`src/sv/bounded_keyed_list_engine_defines.svh`:
```
// Assertion macros used by the list engine.
`ifndef BOUNDED_KEYED_LIST_ENGINE_DEFINES_SVH
`define BOUNDED_KEYED_LIST_ENGINE_DEFINES_SVH
// Implication checked on every clock edge outside reset.
`define BKLE_ASSERT_IMP(label, clk, rst_n, cond, expr, msg) \
    label: assert property (@(posedge clk) disable iff (!rst_n) (cond) |-> (expr)) \
        else $error(msg);
// Next-cycle implication checked outside reset.
`define BKLE_ASSERT_NXT(label, clk, rst_n, cond, expr, msg) \
    label: assert property (@(posedge clk) disable iff (!rst_n) (cond) |=> (expr)) \
        else $error(msg);
`endif

```
`src/sv/bkle_pkg.sv`:
```
package bkle_pkg;

    localparam int unsigned CAPACITY_DEF = 64;

    localparam logic [2:0] OP_INS_FRONT = 3'd0;
    localparam logic [2:0] OP_INS_BACK  = 3'd1;
    localparam logic [2:0] OP_REM_FRONT = 3'd2;
    localparam logic [2:0] OP_REM_BACK  = 3'd3;
    localparam logic [2:0] OP_FIND      = 3'd4;
    localparam logic [2:0] OP_INS_AFTER = 3'd5;
    localparam logic [2:0] OP_UNUSED_A  = 3'd6;
    localparam logic [2:0] OP_UNUSED_B  = 3'd7;

    localparam logic [1:0] ST_OK    = 2'd0;
    localparam logic [1:0] ST_FULL  = 2'd1;
    localparam logic [1:0] ST_EMPTY = 2'd2;
    localparam logic [1:0] ST_NOKEY = 2'd3;

endpackage

```
`src/sv/bkle_store.sv`:
```
// Entry memory: key, weight and link, one write port and one registered read port.
module bkle_store #(
    parameter int unsigned CAPACITY = bkle_pkg::CAPACITY_DEF,
    localparam int unsigned IW = (CAPACITY > 1) ? $clog2(CAPACITY) : 1
) (
    input  logic          i_clk,
    input  logic          i_we,
    input  logic [IW-1:0] i_waddr,
    input  logic [31:0]   i_wkey,
    input  logic [31:0]   i_wwt,
    input  logic [IW-1:0] i_wlink,
    input  logic [IW-1:0] i_raddr,
    output logic [31:0]   o_rkey,
    output logic [31:0]   o_rwt,
    output logic [IW-1:0] o_rlink
);
    logic [31+32+IW:0] mem [CAPACITY];
    logic [31+32+IW:0] r_rd;

    always_ff @(posedge i_clk) begin
        if (i_we) begin
            mem[i_waddr] <= {i_wkey, i_wwt, i_wlink};
        end
        r_rd <= mem[i_raddr];
    end

    assign o_rkey  = r_rd[32+32+IW-1 -: 32];
    assign o_rwt   = r_rd[32+IW-1 -: 32];
    assign o_rlink = r_rd[IW-1:0];
endmodule

```
`config.mk`:
```
export PLATFORM = sky130hd
export DESIGN_NAME = bkle_store
export DESIGN_NICKNAME = d
export VERILOG_FILES = /design/src/sv/bounded_keyed_list_engine_defines.svh /design/src/sv/bkle_pkg.sv /design/src/sv/bkle_store.sv
export SDC_FILE = /design/constraint.sdc
export NUM_CORES = 2
export LEC_CHECK = 0
export ABC_AREA = 0
export BUFFER_PORTS_ARGS = -buffer_cell sky130_fd_sc_hd__buf_4
export CAP_MARGIN = 30
export CELL_PAD_IN_SITES_DETAIL_PLACEMENT = 1
export CELL_PAD_IN_SITES_GLOBAL_PLACEMENT = 1
export CORE_UTILIZATION = 30
export CTS_BUF_LIST = sky130_fd_sc_hd__clkbuf_4
export DETAILED_ROUTE_END_ITERATION = 8
export PLACE_DENSITY = 0.57
export REMOVE_ABC_BUFFERS = 1
export SYNTH_ARGS = -nofsm -noshare
export SYNTH_HDL_FRONTEND = slang
export SYNTH_MEMORY_MAX_BITS = 65536
export SYNTH_SLANG_ARGS = --single-unit
```
`constraint.sdc`:
```
create_clock -name i_clk -period 9.65 [get_ports i_clk]
set_input_delay 0.4825 -clock i_clk [delete_from_list [all_inputs] [get_ports i_clk]]
set_output_delay 0.4825 -clock i_clk [all_outputs]
set_load 0.01 [all_outputs]
```
==> Word level (Yosys, flattened, before mapping) <==
Memories as Yosys holds them, arrays and structs flattened. A register that Yosys moved wholly into a read port is not among the register bits.
Index checks and enable logic that the tools add are counted.
{ "word_totals": {"mem_bits_rw": 4480, "elab_cells": 3, "out_inout_bits": 70, "regBits": 0, "n_memories": 1, "romBits": 0, "latchBits": 0} }
{ "op_classes": {"bitwise": 0, "eq_ne": 0, "n_mul": 0, "n_div": 0, "muxes": 2, "add_sub_neg": 0, "order_cmp": 0, "reduce_logical": 0, "n_shift": 0} }
{ "memory_table": {"columns": ["memory", "words", "width", "read_ports", "rd_clocked_by_memory_dff", "wr", "line", "text"], "rows": [
  ["mem", 64, 70, 1, 1, 1, "bkle_store.sv:17", "logic [31+32+IW:0] mem [CAPACITY];"]
]} }
{ "ops": {"columns": ["cell", "n"], "rows": [
  ["1-bit two-way mux", 2]
]} }

==> Longest topological paths before layout <==
{ "logic_depth": {"word_depth": 2, "mapped_depth": 10, "ltp_nobuf": 5} }

==> Least setup slack after synthesis <==
Ideal clock, no wire load.
{ "synth_path": {"kind": "in2reg", "start": "input port i_waddr[3]", "end": "memory mem[48][0] (netlist bit), enable pin", "n_path_buf": 1, "slack_ns": 3.310, "setup_ns": 0.584, "required_time_ns": 9.066, "arrival_ns": 5.757, "path_stages": 4, "path_cell_list": "clkbuf_1 -> nor2b_1 -> nand4b_1 -> nor3_1"} }
{ "synth_lines": {"columns": ["element", "line", "text"], "rows": [
  ["start, declared", "bkle_store.sv:8", "input logic [IW-1:0] i_waddr,"],
  ["end, declared", "bkle_store.sv:17", null]
]} }
No word-level cell before the write port.

==> impl_metrics.py <==
metrics = {
    "yosys": {
        "yosys.area.top_type": "edfxtp_1",
        "yosysUniqueCellTypes": 34,
        "syn-instance-count": 7411,
        "synth.area.top_cells": "edfxtp_1, mux4_2, mux2i_1",
        "yosysSeqAreaShare_pct": 79.3,
        "synth.most_common_cell": "edfxtp_1",
        "synth-seq-cells": 4550,
        "synth_edf_count": 4480,
        "syn_area_um2": 171000,
        "yosys_warnings": 0,
        "async_flop_share_pct": 0,
        "postSynthAreaPerCell_um2": 23.1,
        "synthTopCellsByCount": "edfxtp_1, mux4_2, nand2_1, nand3_1, clkbuf_1",
        "synth_top_area_share_pct": 78.5,
        "ys.flop_type": "edfxtp_1",
    },
    "clocking": {
        "cts_max_path_buffers": 5,
        "holdBufCountCts": 248,
        "cts_tree": "yes",
        "cts_sinks": 4550,
        "root_buffer": "clkbuf_4",
        "path_clk_slew_ns": 0.06,
        "htree_levels": 7,
        "cts_buffers": 1207,
        "insertion_delay_ns": 1.74,
        "post_cts.repair.setup_buffers": 0,
        "ctsResizeCount": 0,
    },
    "timing": {
        "fin_ws_ns": 4.68,
        "rsz0062_at_grt": "no",
        "hold_violations": 0,
        "fmax_ghz": 0.201,
        "finalCritPeriodShare_pct": 51.5,
        "worstMarginPinSlew_ns": 1.11,
        "setup_tns_ns": 0,
        "slew-limit-headroom_pct": 25.7,
        "hold_slack_ns": 0.268,
        "setup_viol": 0,
        "fin_crit_ns": 4.97,
        "slew_violations": 0,
        "skew_ns": 0.132,
    },
    "setup_path": {
        "r2r_cells": 9,
        "crit_required_ns": 11.23,
        "path_max_fanout": 112,
        "worstSetupPathType": "input port to register",
        "r2r_setup_slack_ns": 6.10,
        "timing.rr.start": "mem[15][62]$_DFFE_PP_",
        "rr_endpoint": "r_rd[62]$_DFF_P_",
        "worstSetupStartpointType": "input port",
        "crit_start": "i_raddr[0]",
        "arrival_ns": 6.54,
        "cp-end-kind": "register",
        "endpoint": "r_rd[62]$_DFF_P_",
    },
    "floorplanning": {
        "rows": 277,
        "die_x_um": 758,
        "die_h_um": 758,
        "start_util_pct": 30.1,
        "core-area_um2": 569000,
        "fp.dieArea_um2": 575000,
        "ios": 154,
    },
    "power_and_ir_drop": {
        "pwr-share-clk_pct": 40.4,
        "p_leak_nw": 63.4,
        "ir_worst_vdd_uv": 133,
        "internal-power_mw": 31.2,
        "p_per_area_nw_per_um2": 201,
        "seqPwrFrac_pct": 54.4,
        "power.net_switching_mw": 9.10,
        "p_sw_share_pct": 22.6,
        "pwr-share-comb_pct": 5.2,
    },
    "global_route": {
        "grt_overflow_total": 0,
        "grt_max_degree": 120,
        "grt_pass1_wl_mm": 750,
        "grt_usage_pct": 18.8,
        "antenna_found_initial": 56,
        "grt_pass1_vias": 95700,
    },
    "detailed_routing": {
        "drcViolationCount": 0,
        "drt_iter0_markers": 11300,
        "wl_per_cell_um": 31.7,
        "totalWireLength_mm": 544,
        "firstDrtPassIters": 6,
        "viasPerCell": 5.28,
        "vias": 90700,
        "ant_nets": 0,
    },
    "final_layout": {
        "syn_to_final_growth_pct": 17.3,
        "drive_gt1_share_pct": 36.9,
        "finalNetCount": 8958,
    },
    "placed_design": {
        "place_congestion": 0.747,
        "dp_hpwl_mm": 285,
        "dp_slack_ns": 5.19,
        "place.port_buffers": 153,
    },
    "outcome": {
        "status": "completed",
    },
    "hold_path": {
        "hold_path_class": "input port to register",
    },
    "job": {
        "max_cap_violations": 0,
    },
}
==> state kept, by name (all words and copies together) (netlist names) <==
register	count
r_rd	70
mem	4480
==> worst min-delay path by stage <==
stage                           from                   to  cells after the start
6_report                  i_raddr[4]     r_rd[24]$_DFF_P_                      5
5_1_grt                   i_raddr[4]     r_rd[24]$_DFF_P_                      5
4_1_cts                   i_raddr[4]     r_rd[24]$_DFF_P_                      5
3_5_place_dp   mem[42][56]$_DFFE_PP_     r_rd[56]$_DFF_P_                      4
3_3_place_gp   mem[42][48]$_DFFE_PP_     r_rd[48]$_DFF_P_                      4
2_1_floorplan             i_wlink[0]  mem[0][0]$_DFFE_PP_                      0
==> placed cells by master (no fill, tap or decap), drive strengths merged, types with 2 or more instances in the layout <==
cell type    count
a2bb2oi         19
clkinv         139
mux4          1120
and2             2
dlygate4sd3    178
mux2i          147
a31oi           19
and3            22
diode           25
or2             32
inv             33
a211oi          22
nor3             2
or3             33
o21ai           48
bufinv           8
clkbuf        1782
nand4           92
dfxtp           70
nand2b          11
nand3          194
nand3b           2
a41oi           30
buf            500
a22oi          140
o221ai          42
nor2b           29
nand2          202
o22ai           91
nor2           117
edfxtp        4480
==> stage by stage <==
stage / cell area [um^2] / total power [mW] / utilization, % / cells
global placement: 182000 / 24.3 / 32.1 / 14900
CTS: 201000 / 40.8 / 35.3 / 17100
finish: 201000 / 40.3 / 35.3 / 17200
global route: 201000 / 41.8 / 35.3 / 17200
floorplan: 169000 / 23.1 / - / 6987
detailed placement: 183000 / 24.4 / 32.2 / 14900
==> critical path, cell delays in order <==
cell and delay, ns:
dlygate4sd3_1 0.61, buf_16 0.35, buf_4 0.69, buf_12 0.65
mux4_2 0.62, nand3_1 0.09, dlygate4sd3_1 0.56, nand4_1 0.10
dlygate4sd3_1 0.60, o21ai_0 0.07, dlygate4sd3_1 0.58, nor2_1 0.04
dlygate4sd3_1 0.56
==> kinds of logic after synthesis <==
kind of cell,share of synthesized area (%)
mux,15.6
simple gates,2.10
compound gates,1.72
buf+inv,1.34
flops,79.3
==> power by group through the flow <==
stage | clock (mW) | combinational, mW | sequential [mW]
6_report | 16.3 | 2.09 | 22.0
5_1_grt | 17.6 | 2.22 | 22.0
3_3_place_gp | 0 | 1.90 | 22.4
4_1_cts | 16.7 | 2.12 | 22.0
2_1_floorplan | 0 | 0.783 | 22.4
3_5_place_dp | 0 | 1.95 | 22.4
==> routing by layer <==
layer	wire (um)	up-vias	global-route usage [%]
li1	-	35300	-
met4	14800	6	6.93
met3	42400	850	3.57
met1	225000	50000	25.6
met2	262000	4498	30.1
met5	42	-	0
==> final cells by class <==
cell class | instances | area (um^2)
Fill cell | 56200 | 368000
Sequential cell | 4550 | 136000
Multi-Input combinational cell | 2418 | 33800
Clock buffer | 1782 | 13400
Tap cell | 7533 | 9430
Timing Repair Buffer | 678 | 7620
Clock inverter | 162 | 838
Inverter | 19 | 71.3
Antenna cell | 25 | 62.6
No activity file was read; power rests on OpenSTA's default activity.
